`config.mk`:
```
export PLATFORM = sky130hd
export DESIGN_NAME = drc_parse
export DESIGN_NICKNAME = d
export VERILOG_FILES = /design/src/design/drc_pkg.sv /design/src/design/drc_parse.sv
export SDC_FILE = /design/constraint.sdc
export NUM_CORES = 1
export LEC_CHECK = 0
export ABC_AREA = 0
export BUFFER_PORTS_ARGS = -buffer_cell sky130_fd_sc_hd__buf_4
export CAP_MARGIN = 20
export CORE_MARGIN = 10
export CORE_UTILIZATION = 30
export DETAILED_ROUTE_END_ITERATION = 12
export GPL_TIMING_DRIVEN = 0
export PLACE_DENSITY_LB_ADDON = 0.15
export RECOVER_POWER = 50
export SLEW_MARGIN = 20
export SYNTH_ARGS = -nofsm -noshare
export SYNTH_HDL_FRONTEND = slang
export SYNTH_SLANG_ARGS = --single-unit
```
`constraint.sdc`:
```
create_clock -name clk -period 3.91 [get_ports clk]
set_input_delay 0.391 -clock clk [delete_from_list [all_inputs] [get_ports clk]]
set_output_delay 0.391 -clock clk [all_outputs]
set_load 0.02 [all_outputs]
```
`src/design/drc_pkg.sv`:
```
// Shared types and constants for the datagram receive checker.
`default_nettype none

package drc_pkg;

    // Header layout: flags word, checksum word, then the size word.
    localparam int HEADER_BYTES   = 8;
    localparam int FLAGS_END      = 2;
    localparam int CHECKSUM_END   = 4;

    // The sequence bit is masked out of the flags comparison.
    localparam logic [15:0] FLAGS_SEQ_MASK = 16'hFF7F;
    localparam int          SEQ_BIT        = 7;

    // Width of the reported payload length.
    localparam int PLEN_W = 10;

    // Status codes reported on the last byte of a datagram.
    typedef logic [1:0] status_t;
    localparam status_t STATUS_OK        = 2'd0;
    localparam status_t STATUS_SHORT     = 2'd1;
    localparam status_t STATUS_SIZE_ERR  = 2'd2;
    localparam status_t STATUS_CSUM_ERR  = 2'd3;

    // One result transaction.
    typedef struct packed {
        logic              payload_valid;
        logic [7:0]        payload_byte;
        logic              packet_done;
        status_t           check_status;
        logic              flags_match;
        logic              send_ack;
        logic              ack_number;
        logic [PLEN_W-1:0] payload_length;
    } drc_result_t;

endpackage

`default_nettype wire

```
`src/design/drc_parse.sv`:
```
// Header parser, payload checksum accumulator and end-of-datagram checks.
`default_nettype none

module drc_parse #(
    parameter int MAX_PACKET_BYTES = 1024
) (
    input  wire logic               clk,
    input  wire logic               rst_n,
    input  wire logic               accept,
    input  wire logic [7:0]         data_byte,
    input  wire logic               last_byte,
    input  wire logic [15:0]        match_flags,
    output drc_pkg::drc_result_t    result
);
    import drc_pkg::*;

    localparam int CW = $clog2(MAX_PACKET_BYTES + 1);

    logic [CW-1:0] byte_count_reg, byte_count_next;
    logic [15:0]   flags_reg, flags_next;
    logic [15:0]   checksum_reg, checksum_next;
    logic [31:0]   size_reg, size_next;
    logic [15:0]   xor_reg, xor_next;
    logic [7:0]    pending_reg, pending_next;

    logic          in_range;
    logic          is_payload;
    logic [CW-1:0] payload_pos;
    logic [31:0]   npay;
    logic [15:0]   sum;
    status_t       status;
    logic          size_ok;
    logic          header_ok;

    // Fold the current byte into the per-datagram state.
    always_comb
    begin
        byte_count_next = byte_count_reg;
        flags_next      = flags_reg;
        checksum_next   = checksum_reg;
        size_next       = size_reg;
        xor_next        = xor_reg;
        pending_next    = pending_reg;
        in_range        = byte_count_reg < CW'(MAX_PACKET_BYTES);
        is_payload      = 1'b0;
        payload_pos     = byte_count_reg - CW'(HEADER_BYTES);
        if (in_range)
        begin
            priority if (byte_count_reg < CW'(FLAGS_END))
            begin
                flags_next = {flags_reg[7:0], data_byte};
            end
            else if (byte_count_reg < CW'(CHECKSUM_END))
            begin
                checksum_next = {checksum_reg[7:0], data_byte};
            end
            else if (byte_count_reg < CW'(HEADER_BYTES))
            begin
                size_next = {size_reg[23:0], data_byte};
            end
            else
            begin
                is_payload = 1'b1;
                if (!payload_pos[0])
                begin
                    pending_next = data_byte;
                end
                else
                begin
                    xor_next = xor_reg ^ {pending_reg, data_byte};
                end
            end
            byte_count_next = byte_count_reg + CW'(1);
        end
    end

    // Checks made on the last byte, using the state including this byte.
    always_comb
    begin
        npay      = 32'(byte_count_next) - 32'(HEADER_BYTES);
        header_ok = byte_count_next >= CW'(HEADER_BYTES);
        sum       = flags_next ^ size_next[15:0] ^ xor_next;
        if (npay[0])
        begin
            sum = sum ^ {pending_next, 8'h00};
        end
        size_ok = 32'(byte_count_next) == size_next;
        priority if (!header_ok)
        begin
            status = STATUS_SHORT;
        end
        else if (!size_ok)
        begin
            status = STATUS_SIZE_ERR;
        end
        else if (sum != checksum_next)
        begin
            status = STATUS_CSUM_ERR;
        end
        else
        begin
            status = STATUS_OK;
        end
    end

    // Assemble the result transaction.
    always_comb
    begin
        result                = '0;
        result.payload_valid  = is_payload;
        result.payload_byte   = is_payload ? data_byte : 8'h00;
        result.packet_done    = last_byte;
        if (last_byte)
        begin
            result.check_status = status;
            if (header_ok)
            begin
                result.flags_match    = (flags_next & FLAGS_SEQ_MASK) == match_flags;
                result.send_ack       = 1'b1;
                result.ack_number     = flags_next[SEQ_BIT] ^ (status != STATUS_OK);
                result.payload_length = npay[PLEN_W-1:0];
            end
        end
    end

    // Per-datagram state; the last byte returns it to zero.
    always_ff @(posedge clk or negedge rst_n)
    begin
        if (!rst_n)
        begin
            byte_count_reg <= '0;
            flags_reg      <= '0;
            checksum_reg   <= '0;
            size_reg       <= '0;
            xor_reg        <= '0;
            pending_reg    <= '0;
        end
        else if (accept)
        begin
            if (last_byte)
            begin
                byte_count_reg <= '0;
                flags_reg      <= '0;
                checksum_reg   <= '0;
                size_reg       <= '0;
                xor_reg        <= '0;
                pending_reg    <= '0;
            end
            else
            begin
                byte_count_reg <= byte_count_next;
                flags_reg      <= flags_next;
                checksum_reg   <= checksum_next;
                size_reg       <= size_next;
                xor_reg        <= xor_next;
                pending_reg    <= pending_next;
            end
        end
    end

endmodule

`default_nettype wire

```
==> metrics list, run 1 <==
- The synthesized design contains between 90 and 100 register bits.
- In this design, the critical path's most frequently occurring cell is sky130_fd_sc_hd__or3_4.
- Number of global-route vias before repair: between 5000 and 6000
* Worst skew pair latency: roughly 0.36 ns
- The number of failing hold endpoints at the final stage came to 0.
* Leading register cell type out of synthesis: sky130_fd_sc_hd__dfrtp_1
* Clock root buffer: sky130_fd_sc_hd__clkbuf_16
- # H-tree levels: 3
* Boundary pin count: between 50 and 60
- Number of design-rule violations left by the first detailed-router iteration: roughly 340
* Post-placement cell area: 7110 um^2
- Number of placement rows: 53
* Sum of net half-perimeters after detailed placement: 17.2 mm
- Counting flops with a built-in enable in the synthesized netlist gives 0.
* Total placed cells including tap cells: about 1000
- The floorplan step defined a die boundary enclosing 27500 um^2.
* Global route total overflow: 0
* Via-to-Cell Ratio: between 5 and 6
- The finished layout holds ~1000 standard cells, fillers aside.
- The congestion estimate from routability-driven global placement came to 0.920.
- Mux cell area share after synthesis: under 10%
- Share of the synthesized area in compound gates (AO/OA/AOI/OAI): around 20%
* Crit Reg-Reg Endpoint: checksum_reg[12]
* Fin area: approximately 7800 um^2
- After synthesis, the most frequently instantiated cells are sky130_fd_sc_hd__dfrtp_1, sky130_fd_sc_hd__nand2_1, sky130_fd_sc_hd__o21ai_0, sky130_fd_sc_hd__xnor2_1, sky130_fd_sc_hd__xor2_1.
- Net Count, Synth: 703
- After synthesis the cells add up to ~6400 um^2.
- Sequential cells burn around two fifths of the power.
- For this design, the sink count on the clock tree is 99.
- Worst endpoint required time: ~3.5 ns
- After synthesis, the largest family of logic cells by area is compound AO/OA/AOI/OAI gates.
- Number of max-slew violations in the final report: 100
* Largest register FFs: 32
- The first global-routing pass estimated between 30 and 40 mm of wire.
- Once routing completed, OpenROAD measured the worst setup slack at -0.286 ns.
* Yosys cell types: between 50 and 60
- Antenna diode count: 0
- Average wire length per cell after detail routing: 22.6 um
* Slowest stage cell on the critical path: sky130_fd_sc_hd__or4_4
* R2R setup slack: roughly 1.1 ns
- Area leader, netlist: sky130_fd_sc_hd__dfrtp_1
- Die extent in x: 166 um
- Pin count of the biggest net entering global routing: 100
- Walking the worst path, the cells encountered are buf_6, or4_4, or3_4, buf_12, mux2i_4, xnor2_2, xnor3_1, and4b_2, nand4_1, or3_4, mux2i_1, buf_4.
- GR Util All Layers: between 10% and 20%
- Hold Crit Depth: 1
* Combined area of the multi-input logic cells: 3940 um^2
* Net Sw Frac: between 30% and 40%
- Unrepaired setup endpoints after global routing: true
* Area growth, synth to finish: 22.2%
* Crit path largest cell delay: approximately 0.56 ns
* Antenna violations before repair: 0
- Internal power comes to around 1.8 mW.
* Proportion of netlist area held by the largest area contributor: 38.8%
- Relative slew slack: -79.6%
- Once detail routing completed, the nets flagged for antenna violations numbered 0.
* Net count, final: 779
* R2r startpoint: byte_count_reg[9]
- Power per standard cell area: approximately 350 nW/um^2
- Ranked by total cell area, the synthesized netlist is headed by sky130_fd_sc_hd__dfrtp_1, sky130_fd_sc_hd__xnor2_1, sky130_fd_sc_hd__mux2i_1, sky130_fd_sc_hd__xor2_1, sky130_fd_sc_hd__a22o_1.
* Clock Path Buffers: 2
- Area share of xor/xnor cells in the synthesized design: roughly 17%
* # DRC: 0
- For this design the total switching power over the nets is ~0.94 mW.
- After clock tree synthesis, the clock-pin slew on the worst setup and hold paths is 0.07 ns.
* Count of TritonRoute iterations in the first routing pass: 5
- In this run the tool buffered the top-level ports with ~50 buffer cells.
- The worst setup path is launched from a flop.
* Maximum frequency from static timing analysis: 0.238 GHz
* Worst reg2reg path depth: 8
- The worst hold path begins at flags_reg[14].
* Post-CTS Hold Fix Bufs: 0
- Clk network pwr share: 31.8%
- Sequential fraction of the synthesis area: around two fifths
* Total wire length: roughly 23 mm
- Critical setup path kind: reg2out
* P_leak: around 3.4 nW
* Share of flip-flops with an asynchronous set or reset: 100%
* Worst vdd rail ir drop: 0.000202 V
* Violations in the final reports: max-capacitance violations, max-slew violations, negative setup slack
- Number of standard cells after synthesis: a little under 700
- Max Clock Skew: ~0.011 ns
- Initial standard-cell utilization of the core: between 30% and 40%
* Maximum net fanout on the critical path: 8
- Mean area per synthesized cell: between 9 and 10 um^2
- In the final layout, the share of cells above drive strength 1 is between 15 and 20%.
* Clock period minus final worst setup slack: between 4 and 5 ns
* Outcome: complete, but fails checks
- Per report_power, the combinational group accounts for about 28% of the total.
* Number of max-capacitance violations reported: 1
* Total number of vias: between 5000 and 6000
- Arithmetic-cell share of the synthesized area counting full adders, half adders and majority gates: 0.392%
- The sequential cells in the finished layout cover a total of about 2500 um^2.
* Number of buffers created by CTS: 9
- Measured slew at the worst slew-check pin: around 2.7 ns
- From bottom edge to top edge, the die measures 166 um.
- Arrival @ worst endpoint: between 3 and 4 ns
- For this run, the number of Yosys warnings is 0.
- Hold endpoint: flags_reg[14]
- Synth Area in Simple Gates: a little over an eighth
* Endpoint class of the critical path: output port
* Total setup violations reported at the end of the flow: 3
- TritonCTS clock tree: done
- The worst path uses 107% of the clock period.
- Number of fill cells: ~2200
- Most used standard cell by instance count after synthesis: sky130_fd_sc_hd__dfrtp_1
* Worst hold path type: reg2reg
* Core area: 21000 um^2
==> final cells by class <==
type                       instances  share of cell area [%]
timing repair buffer              68                    6.47
multi-input combinational        518                    50.5
sequential                        99                    31.8
tap                              275                    4.41
clock buffer                      10                    3.06
inverter                           4                   0.193
buffer                            49                    3.02
clock inverter                     5                   0.481
==> power by group through the flow <==
stage	logic [mW]	registers (mW)	clock network, mW
after floorplan	0.482	1.12	0
after global placement	0.700	1.13	0
after detailed placement	0.703	1.14	0
after CTS	0.741	1.12	0.905
after global routing	0.816	1.13	0.931
final	0.765	1.12	0.879
==> worst max path at each step <==
stage | end | slack, ns | from | cells past startpoint
floorplan | result[12] | 0.04 | byte_count_reg[10] | 10
global placement | result[10] | -0.65 | byte_count_reg[10] | 12
detailed placement | result[10] | -0.64 | byte_count_reg[10] | 12
CTS | result[10] | -0.23 | byte_count_reg[10] | 12
global route | result[10] | -0.34 | byte_count_reg[10] | 13
finish | result[10] | -0.29 | byte_count_reg[10] | 12
==> through the flow <==
step | hold WS [ns] | setup TNS [ns] | util (%) | setup WS, ns | power (mW)
6_report | 0.497 | -0.649 | 37.2 | -0.286 | 2.76
5_1_grt | 0.525 | -0.838 | 37.2 | -0.337 | 2.87
4_1_cts | 0.199 | -0.392 | 37.0 | -0.227 | 2.76
3_5_place_dp | 0.477 | -1.91 | 33.9 | -0.639 | 1.84
3_3_place_gp | 0.467 | -1.97 | 33.9 | -0.647 | 1.83
2_1_floorplan | 0.0954 | 0 | - | 0.0350 | 1.60
==> critical path: cells and delay by family, from the launching register on <==
kind	cells	cell delay (ns)
and+or+nand+nor	5	1.76
xor gates and xnor gates	2	0.48
buffers and inverters	3	0.45
DFF	1	0.38
muxes	2	0.37
==> cells in the final DEF, fill, tap and decap left out, drive strengths merged, types with 2 or more instances in the layout <==
cell / synthesis / layout
nand2: 66 / 66
buf: 10 / 73
o21ai: 64 / 64
o31ai: 7 / 7
mux2i: 41 / 41
inv: 4 / 5
a21oi: 25 / 25
a22oi: 15 / 15
clkinvlp: 0 / 2
and3: 7 / 7
xnor2: 61 / 61
or2: 2 / 2
nor4: 8 / 8
o22ai: 7 / 7
and2: 9 / 9
nor2: 20 / 20
nor3: 16 / 16
a211oi: 2 / 2
and4b: 2 / 2
nand3: 14 / 14
or4: 6 / 6
clkbuf: 42 / 54
a22o: 39 / 39
nand2b: 4 / 4
clkinv: 0 / 2
o211ai: 2 / 2
dfrtp: 99 / 99
a311oi: 5 / 5
o2bb2ai: 12 / 12
or3: 3 / 3
xnor3: 7 / 7
xor2: 45 / 45
ha: 2 / 2
nand4: 7 / 7
nor2b: 4 / 4
==> cell families (layout without fill, tap and decap cells) <==
group,Yosys count,count (layout)
adders and majority gates,2,2
DFF,99,99
AOI/OAI and AO/OA,189,189
muxes,41,41
xor gates and xnor gates,113,113
and+or+nand+nor,173,173
buffers and inverters,56,136
==> layer usage <==
metal / track usage (%) / up-vias / share of wire [%]
met5: 0 / - / 0
met4: 5.62 / 0 / 2.7
met3: 2.79 / 35 / 5.4
met2: 25.4 / 193 / 45
met1: 22.6 / 2868 / 47
li1: - / 2595 / -
==> repair_timing <==
action	CTS	global route
setup endpoints to repair	12	15
cloned	0	0
pin swaps	12	1
buffers inserted	15	2
gates resized for setup	56	13
hold endpoints to repair	0	0
Note: power is estimated with default switching activity, not from simulation.
==> run 2, diff against run 1 <==
- BUFFER_PORTS_ARGS: -buffer_cell sky130_fd_sc_hd__buf_4 -> -buffer_cell sky130_fd_sc_hd__buf_2
- CORE_MARGIN: 10 -> default
- clock period: 3.91 -> 4.3 ns (I/O delays scaled with it)
==> metrics list, run 2 (synthesis gave the netlist of run 1 again) <==
- Counting I/O delays and the setup requirement, the final critical path takes 4.26 ns.
- The global-route congestion overflow total is 0 (unchanged).
- Boundary pin count: 53 (unchanged)
* Number of max-capacitance violations reported: 1 (unchanged)
* Crit path launch type: flop
- The layout net count is 782 (+0.39%).
- The data required time at the worst endpoint came to 3.87 ns (+0.35 ns).
* Top library cells by usage in the layout, fill and taps aside: sky130_fd_sc_hd__dfrtp_1, sky130_fd_sc_hd__nand2_1, sky130_fd_sc_hd__o21ai_0
* Clock root buffer: sky130_fd_sc_hd__clkbuf_16
* Number of buffers created by CTS: 9 (unchanged)
* Power per standard cell area: 326 nW/um^2 (-8.1%)
- The worst hold path begins at flags_reg[11].
- The HPWL after detailed placement came to 16.6 mm (-3.5%).
* Average wire length per cell after detail routing: 21.9 um (-2.9%)
- Pre-CTS worst setup slack: -0.461 ns (+0.179 ns)
- The number of iterations in the first detailed-routing pass was 5 (unchanged).
* Clk network pwr share: 31.7% (about the same)
- Relative slew slack: -74.2% (+5.4 points)
- The maximum number of buffers from clock root to sink is 2 (unchanged).
- Hold slack: 0.488 ns (-0.00830 ns)
- Timing would allow up to 0.235 GHz.
* Leading cell type in the layout, fill and taps excluded: sky130_fd_sc_hd__dfrtp_1
* Max Clock Skew: 0.00867 ns (-0.00192 ns)
- The internal power component is 1.64 mW (-10%).
- The number of failing hold endpoints at the final stage is 0 (unchanged).
* Fin area: 7680 um^2 (-1.5%)
- Area growth, synth to finish: 20.4%
- The total DRC errors in the routed layout was 0 (unchanged).
- The setup violation total in the final timing report is 0 (-3).
- The total negative slack for setup checks came to 0 ns (+0.649 ns).
- Initial standard-cell utilization of the core: 31.0% (+0.59 points)
- Largest register FFs: 32 (unchanged)
- The net switching share of the total power came to 34.4% (+0.45 points).
- The transition time at the pin with the least slew margin is 2.61 ns (-0.0813 ns).
* Wire length of the first global-routing pass: 34.2 mm (-4.4%)
* Antenna diode count: 0 (unchanged)
* Core area: 20600 um^2 (-1.9%)
- Violations in the final reports: max-capacitance violations, max-slew violations
* Final Cycle Share: between 90% and 100%
- The final setup slack of the worst path was 0.0397 ns (+0.326 ns).
- The die area was 21900 um^2 (-21%).
- The via-per-instance ratio came to 5.48 (-0.95%).
- Worst hold path type: reg2reg
- The final standard cell count with taps included and fillers excluded is 1026 (-0.19%).
- Clock transition time at the flip-flop clock pins of the worst setup and hold paths: 0.07 ns (about the same)
* Number of placement rows: 52 (-1.9%)
- R2R setup slack: 1.43 ns (+0.33 ns)
* Layout cell share with drive strength beyond 1: 18.3% (-0.34 points)
* R2r startpoint: byte_count_reg[7]
- Die extent in x: 148 um (-11%)
- The overall track demand over capacity in global routing was 21.1% (+4.7 points).
- Reg power frac: 40.5% (about the same)
* Post-placement cell area: 7010 um^2 (-1.5%)
* Antenna viol nets, final: 0 (unchanged)
- Switching power of the nets: 0.862 mW (-8.2%)
- Setup repair after global routing could not meet its margin everywhere.
- Total wire length: 22.5 mm (-3.1%)
* Total placed cells including tap cells: 995 (-0.40%)
- Arrival @ worst endpoint: 3.83 ns (+0.02 ns)
* Maximum net fanout on the critical path: 9 (+1)
- # H-tree levels: 3 (unchanged)
- Worst vdd rail ir drop: 0.000187 V (-7.4%)
- Number of global-route vias before repair: 5526 (-4.3%)
- The maximum number of pins on one net before global-route repair came to 55 (-45%).
- The endpoint identified for the worst register-to-register timing path is flags_reg[15].
- The leakage power is 3.39 nW (-0.76%).
- TritonCTS clock tree: done
- Gate power share: 27.8% (about the same)
* Highest metal layer with signal wires: met4
- The number of pins exceeding their max-slew limit in the final report was 47 (-53%).
- Number of port buffers: 51 (unchanged)
- Detailed route wirelength on metal3: 1.21 mm (-3.2%)
- The chip height came to 148 um (-11%).
- Worst reg2reg path depth: 8 (unchanged)
* Total clock sinks: 99 (unchanged)
* Endpoint class of the critical path: output port
- CP Launch Point: byte_count_reg[7]
- Worst skew pair latency: 0.36 ns (about the same)
* Total number of vias: 5626 (-1.1%)
- Number of design-rule violations left by the first detailed-router iteration: 552 (+61%)
- The run finished, with violations left.
- The number of antenna violations at the first check in global routing came to 0 (unchanged).
- Placer congestion estimate: 0.876 (-4.8%)
- Critical setup path kind: reg2out
- The total length of routed met2 wires is 10.2 mm (-2.2%).
* Timing endpoint of the critical path: result[10]
* Total routed wire length on the met1 layer: 10.6 mm (-2.9%)
==> run 2: stage by stage <==
step	util, %	total power [mW]
finish	37.4	2.50
floorplan	-	1.45
detailed placement	34.1	1.67
global route	37.4	2.61
global placement	33.9	1.66
CTS	36.7	2.50
==> run 2: what timing repair did <==
item / 4_1_cts / 5_1_grt
resized for setup: 40 / 24
cloned: 0 / 1
hold endpoints to repair: 0 / 0
setup endpoints to repair: 4 / 12
buffers inserted: 9 / 9
pin swaps: 9 / 5
hold buffers: 0 / 0
==> run 2: worst min-delay path by stage <==
stage,to,slack [ns],cells past startpoint
6_report,flags_reg[11],0.49,1
5_1_grt,checksum_reg[8],0.51,1
4_1_cts,byte_count_reg[4],0.01,1
3_5_place_dp,byte_count_reg[7],0.40,1
3_3_place_gp,xor_reg[6],0.47,1
2_1_floorplan,byte_count_reg[0],0.13,0
==> run 2: layout make-up <==
type	instances	area, um^2
Timing Repair Buffer	71	420
Inverter	4	15.0
Clock inverter	6	50.0
Tap cell	270	338
Multi-Input combinational cell	518	3910
Fill cell	2127	12900
Clock buffer	9	225
Sequential cell	99	2480
Buffer	49	248
==> run 2: metal layers <==
metal	GRT usage [%]	up-vias
li1	-	2597
met1	30.1	2817
met2	32.8	183
met3	3.58	29
met4	6.03	0
met5	0	-
==> run 2: worst max-delay path: stages (launching register included) <==
cell and delay [ns]:
sky130_fd_sc_hd__dfrtp_2 0.45, sky130_fd_sc_hd__or4_4 0.60, sky130_fd_sc_hd__or3_4 0.40, sky130_fd_sc_hd__buf_12 0.17
sky130_fd_sc_hd__mux2i_2 0.26, sky130_fd_sc_hd__xor2_1 0.21, sky130_fd_sc_hd__xnor3_1 0.26, sky130_fd_sc_hd__and4b_1 0.28
sky130_fd_sc_hd__nand4_1 0.12, sky130_fd_sc_hd__or3_4 0.37, sky130_fd_sc_hd__mux2i_1 0.18, sky130_fd_sc_hd__buf_4 0.17
==> run 2: power groups by stage <==
| stage | clock network, mW | logic, mW | registers [mW] |
|---|---|---|---|
| after detailed placement | 0 | 0.638 | 1.03 |
| final | 0.793 | 0.695 | 1.01 |
| after floorplan | 0 | 0.438 | 1.01 |
| after global placement | 0 | 0.632 | 1.03 |
| after global routing | 0.846 | 0.746 | 1.02 |
| after CTS | 0.813 | 0.669 | 1.01 |
==> run 3, diff against run 2 <==
- clock period: 4.3 -> 4.4 ns (I/O delays scaled with it)
==> metrics list, run 3 (synthesis gave the netlist of run 1 again) <==
* Endpoint class of the critical path: output port
* Wire length of the first global-routing pass: 33.9 mm (-0.99%)
* Area of the die: 21900 um^2 (unchanged)
- Static timing analysis puts the maximum clock frequency at about 0.23 GHz.
- Outcome: complete, but fails checks
- The number of buffers created by CTS came to 9 (unchanged).
- Number of placement rows: 52 (unchanged)
- The horizontal die dimension is 148 um (unchanged).
- Via-to-Cell Ratio: 5.47 (-0.30%)
- Total setup violations reported at the end of the flow: 0 (unchanged)
- The flip-flop count of the largest register, all copies and words added came to 32 (unchanged).
- Average wire length per cell after detail routing: 21.9 um (-0.25%)
- The total power per unit cell area came to 319 nW/um^2 (-1.9%).
* Slowest stage cell on the critical path: sky130_fd_sc_hd__or4_4
- Sum of net half-perimeters after detailed placement: 16.6 mm (unchanged)
- The starting density of the core is 31.0% (unchanged).
- Net count, final: 771 (-1.4%)
- Clock root buffer: sky130_fd_sc_hd__clkbuf_16
- Measured slew at the worst slew-check pin: 2.57 ns (-0.0387 ns)
- The number of iterations in the first detailed-routing pass came to 5 (unchanged).
* Antenna viol nets, final: 0 (unchanged)
* Post-placement cell area: 7010 um^2 (unchanged)
- The via count of the first global-routing pass was 5474 (-0.94%).
- Number of max-capacitance violations reported: 1 (unchanged)
- TritonCTS clock tree: done
- The worst setup path is of the reg2out kind.
* Top library cells by usage in the layout, fill and taps aside: sky130_fd_sc_hd__dfrtp_1, sky130_fd_sc_hd__nand2_1, sky130_fd_sc_hd__o21ai_0
- Antenna violations before repair: 1 (+1)
- Total placed cells including tap cells: 995 (unchanged)
* Relative slew slack: -71.6% (+2.6 points)
- Global route total overflow: 0 (unchanged)
- Number of max-slew violations in the final report: 47 (unchanged)
- Arrival @ worst endpoint: 3.84 ns (about the same)
* Max Clock Skew: 0.00680 ns (-0.00187 ns)
- The number of failing hold endpoints at the final stage was 0 (unchanged).
- Final Cycle Share: between 90 and 100%
- The register clock-pin slew on the reported worst setup and hold paths came to 0.07 ns (about the same).
- The count of vias placed by the detailed router came to 5549 (-1.4%).
- Fin area: 7600 um^2 (-1.1%)
- The number of buffer and inverter instances along the worst setup path is 3 (+1).
- The path class of the tightest hold or removal check is reg2reg.
- Number of design-rule violations left by the first detailed-router iteration: 472 (-14%)
* Unrepaired setup endpoints after global routing: true
- The number of ports placed on the die boundary is 53 (unchanged).
- The clock latency on the worst-skew pair was 0.36 ns (about the same).
- CP delay by family, top: simple AND/OR/NAND/NOR gates
- The final standard cell count with taps included and fillers excluded was 1015 (-1.1%).
- The total wire length was 22.2 mm (-1.3%).
- Relative to the synthesized area, the layout overhead comes to 19.1%.
- The worst voltage drop across the vdd grid was 0.000183 V (-2.4%).
- The clock net sink count is 99 (unchanged).
* Violations in the final reports: max-capacitance violations, max-slew violations
- Cell repeated most along the worst path: sky130_fd_sc_hd__xnor2_1
* Post-Route Setup TNS: 0 ns (unchanged)
* # H-tree levels: 3 (unchanged)
- Crit path largest cell delay: 0.60 ns (about the same)
* Die Span Y: 148 um (unchanged)
- Cell Chain, Critical Path: clkbuf_4, or4_4, or3_4, buf_12, mux2i_2, xnor2_1, xnor2_1, xnor2_1, nand4_1, or3_4, mux2i_1, buf_4
- Placer congestion estimate: 0.876 (unchanged)
- Clock period minus final worst setup slack: roughly 4.3 ns
- Post-CTS Hold Fix Bufs: 0 (unchanged)
- The core box area came to 20600 um^2 (unchanged).
- Leading cell type in the layout, fill and taps excluded: sky130_fd_sc_hd__dfrtp_1
* Maximum net fanout on the critical path: 8 (-1)
- The leakage power was 3.34 nW (-1.6%).
- GR Util All Layers: 21.0% (-0.19 points)
* Number of port buffers: 51 (unchanged)
* Worst endpoint required time: 3.96 ns (+0.09 ns)
- The antenna diode instance count is 0 (unchanged).
- The layout cell share with drive strength beyond 1 is 16.6% (-1.6 points).
* Crit path launch type: flop
* Pin count of the biggest net entering global routing: 55 (unchanged)
- The total DRC errors in the routed layout is 0 (unchanged).
- Clock Path Buffers: 2 (unchanged)
[run 3: cell count changes in the layout (fill, tap and decap cells not counted), sizes merged]
cell | previous run | this run
buf | 77 | 66
[run 3: final timing paths]
check	start	endpoint	slack, ns	cells after the start
min	flags_reg[11]	flags_reg[11]	0.49	1
min reg2reg	flags_reg[11]	flags_reg[11]	0.49	1
min in group asynchronous	rst_n	byte_count_reg[5]	0.87	1
max in group asynchronous	rst_n	checksum_reg[4]	1.04	2
max	byte_count_reg[3]	result[10]	0.12	12
max reg2reg	byte_count_reg[2]	flags_reg[15]	1.52	7
[run 3: worst reg2reg max path, delay by kind of cell, from the launching register on]
family	cells	cell delay, ns
buffers and inverters	3	1.10
AOI/OAI and AO/OA	2	0.89
and+or+nand+nor	2	0.47
DFF	1	0.35
[run 3: power breakdown]
part / internal, mW / total [mW] / switching (mW) / leakage, nW
Sequential: 0.945 / 0.992 / 0.0470 / 1.37
Combinational: 0.260 / 0.658 / 0.398 / 1.84
Clock: 0.387 / 0.777 / 0.390 / 0.129
Total: 1.59 / 2.43 / 0.835 / 3.34
[run 3: final cells by class]
cell class                 instances  area (um^2)
sequential                        99         2480
tap                              270          338
buffer                            49          236
clock buffer                       9          225
multi-input combinational        518         3940
inverter                           4         15.0
timing repair buffer              60          320
fill                            2142        13000
clock inverter                     6         50.0
[run 3: timing repair]
action,4_1_cts,5_1_grt
resized for setup,19,42
endpoints found under the setup margin,4,12
cloned,0,0
pin swaps,3,8
buffers inserted,5,3
[run 3: stage by stage]
step / hold slack (ns) / util (%) / setup WS [ns] / power [mW]
floorplan: 0.144 / - / 0.476 / 1.42
global route: 0.515 / 37.0 / -0.00910 / 2.54
finish: 0.488 / 37.0 / 0.123 / 2.43
global placement: 0.468 / 33.9 / -0.306 / 1.62
detailed placement: 0.409 / 34.1 / -0.371 / 1.63
CTS: 0.0240 / 36.0 / -0.0328 / 2.42
[run 3: per-layer routing]
layer  share of wire, %  up-vias  global-route usage, %
met3                5.7       23                   3.89
met1                 48     2772                   29.7
li1                   -     2569                      -
met2                 45      185                   32.3
met4                1.9        0                   6.03
met5                  0        -                      0
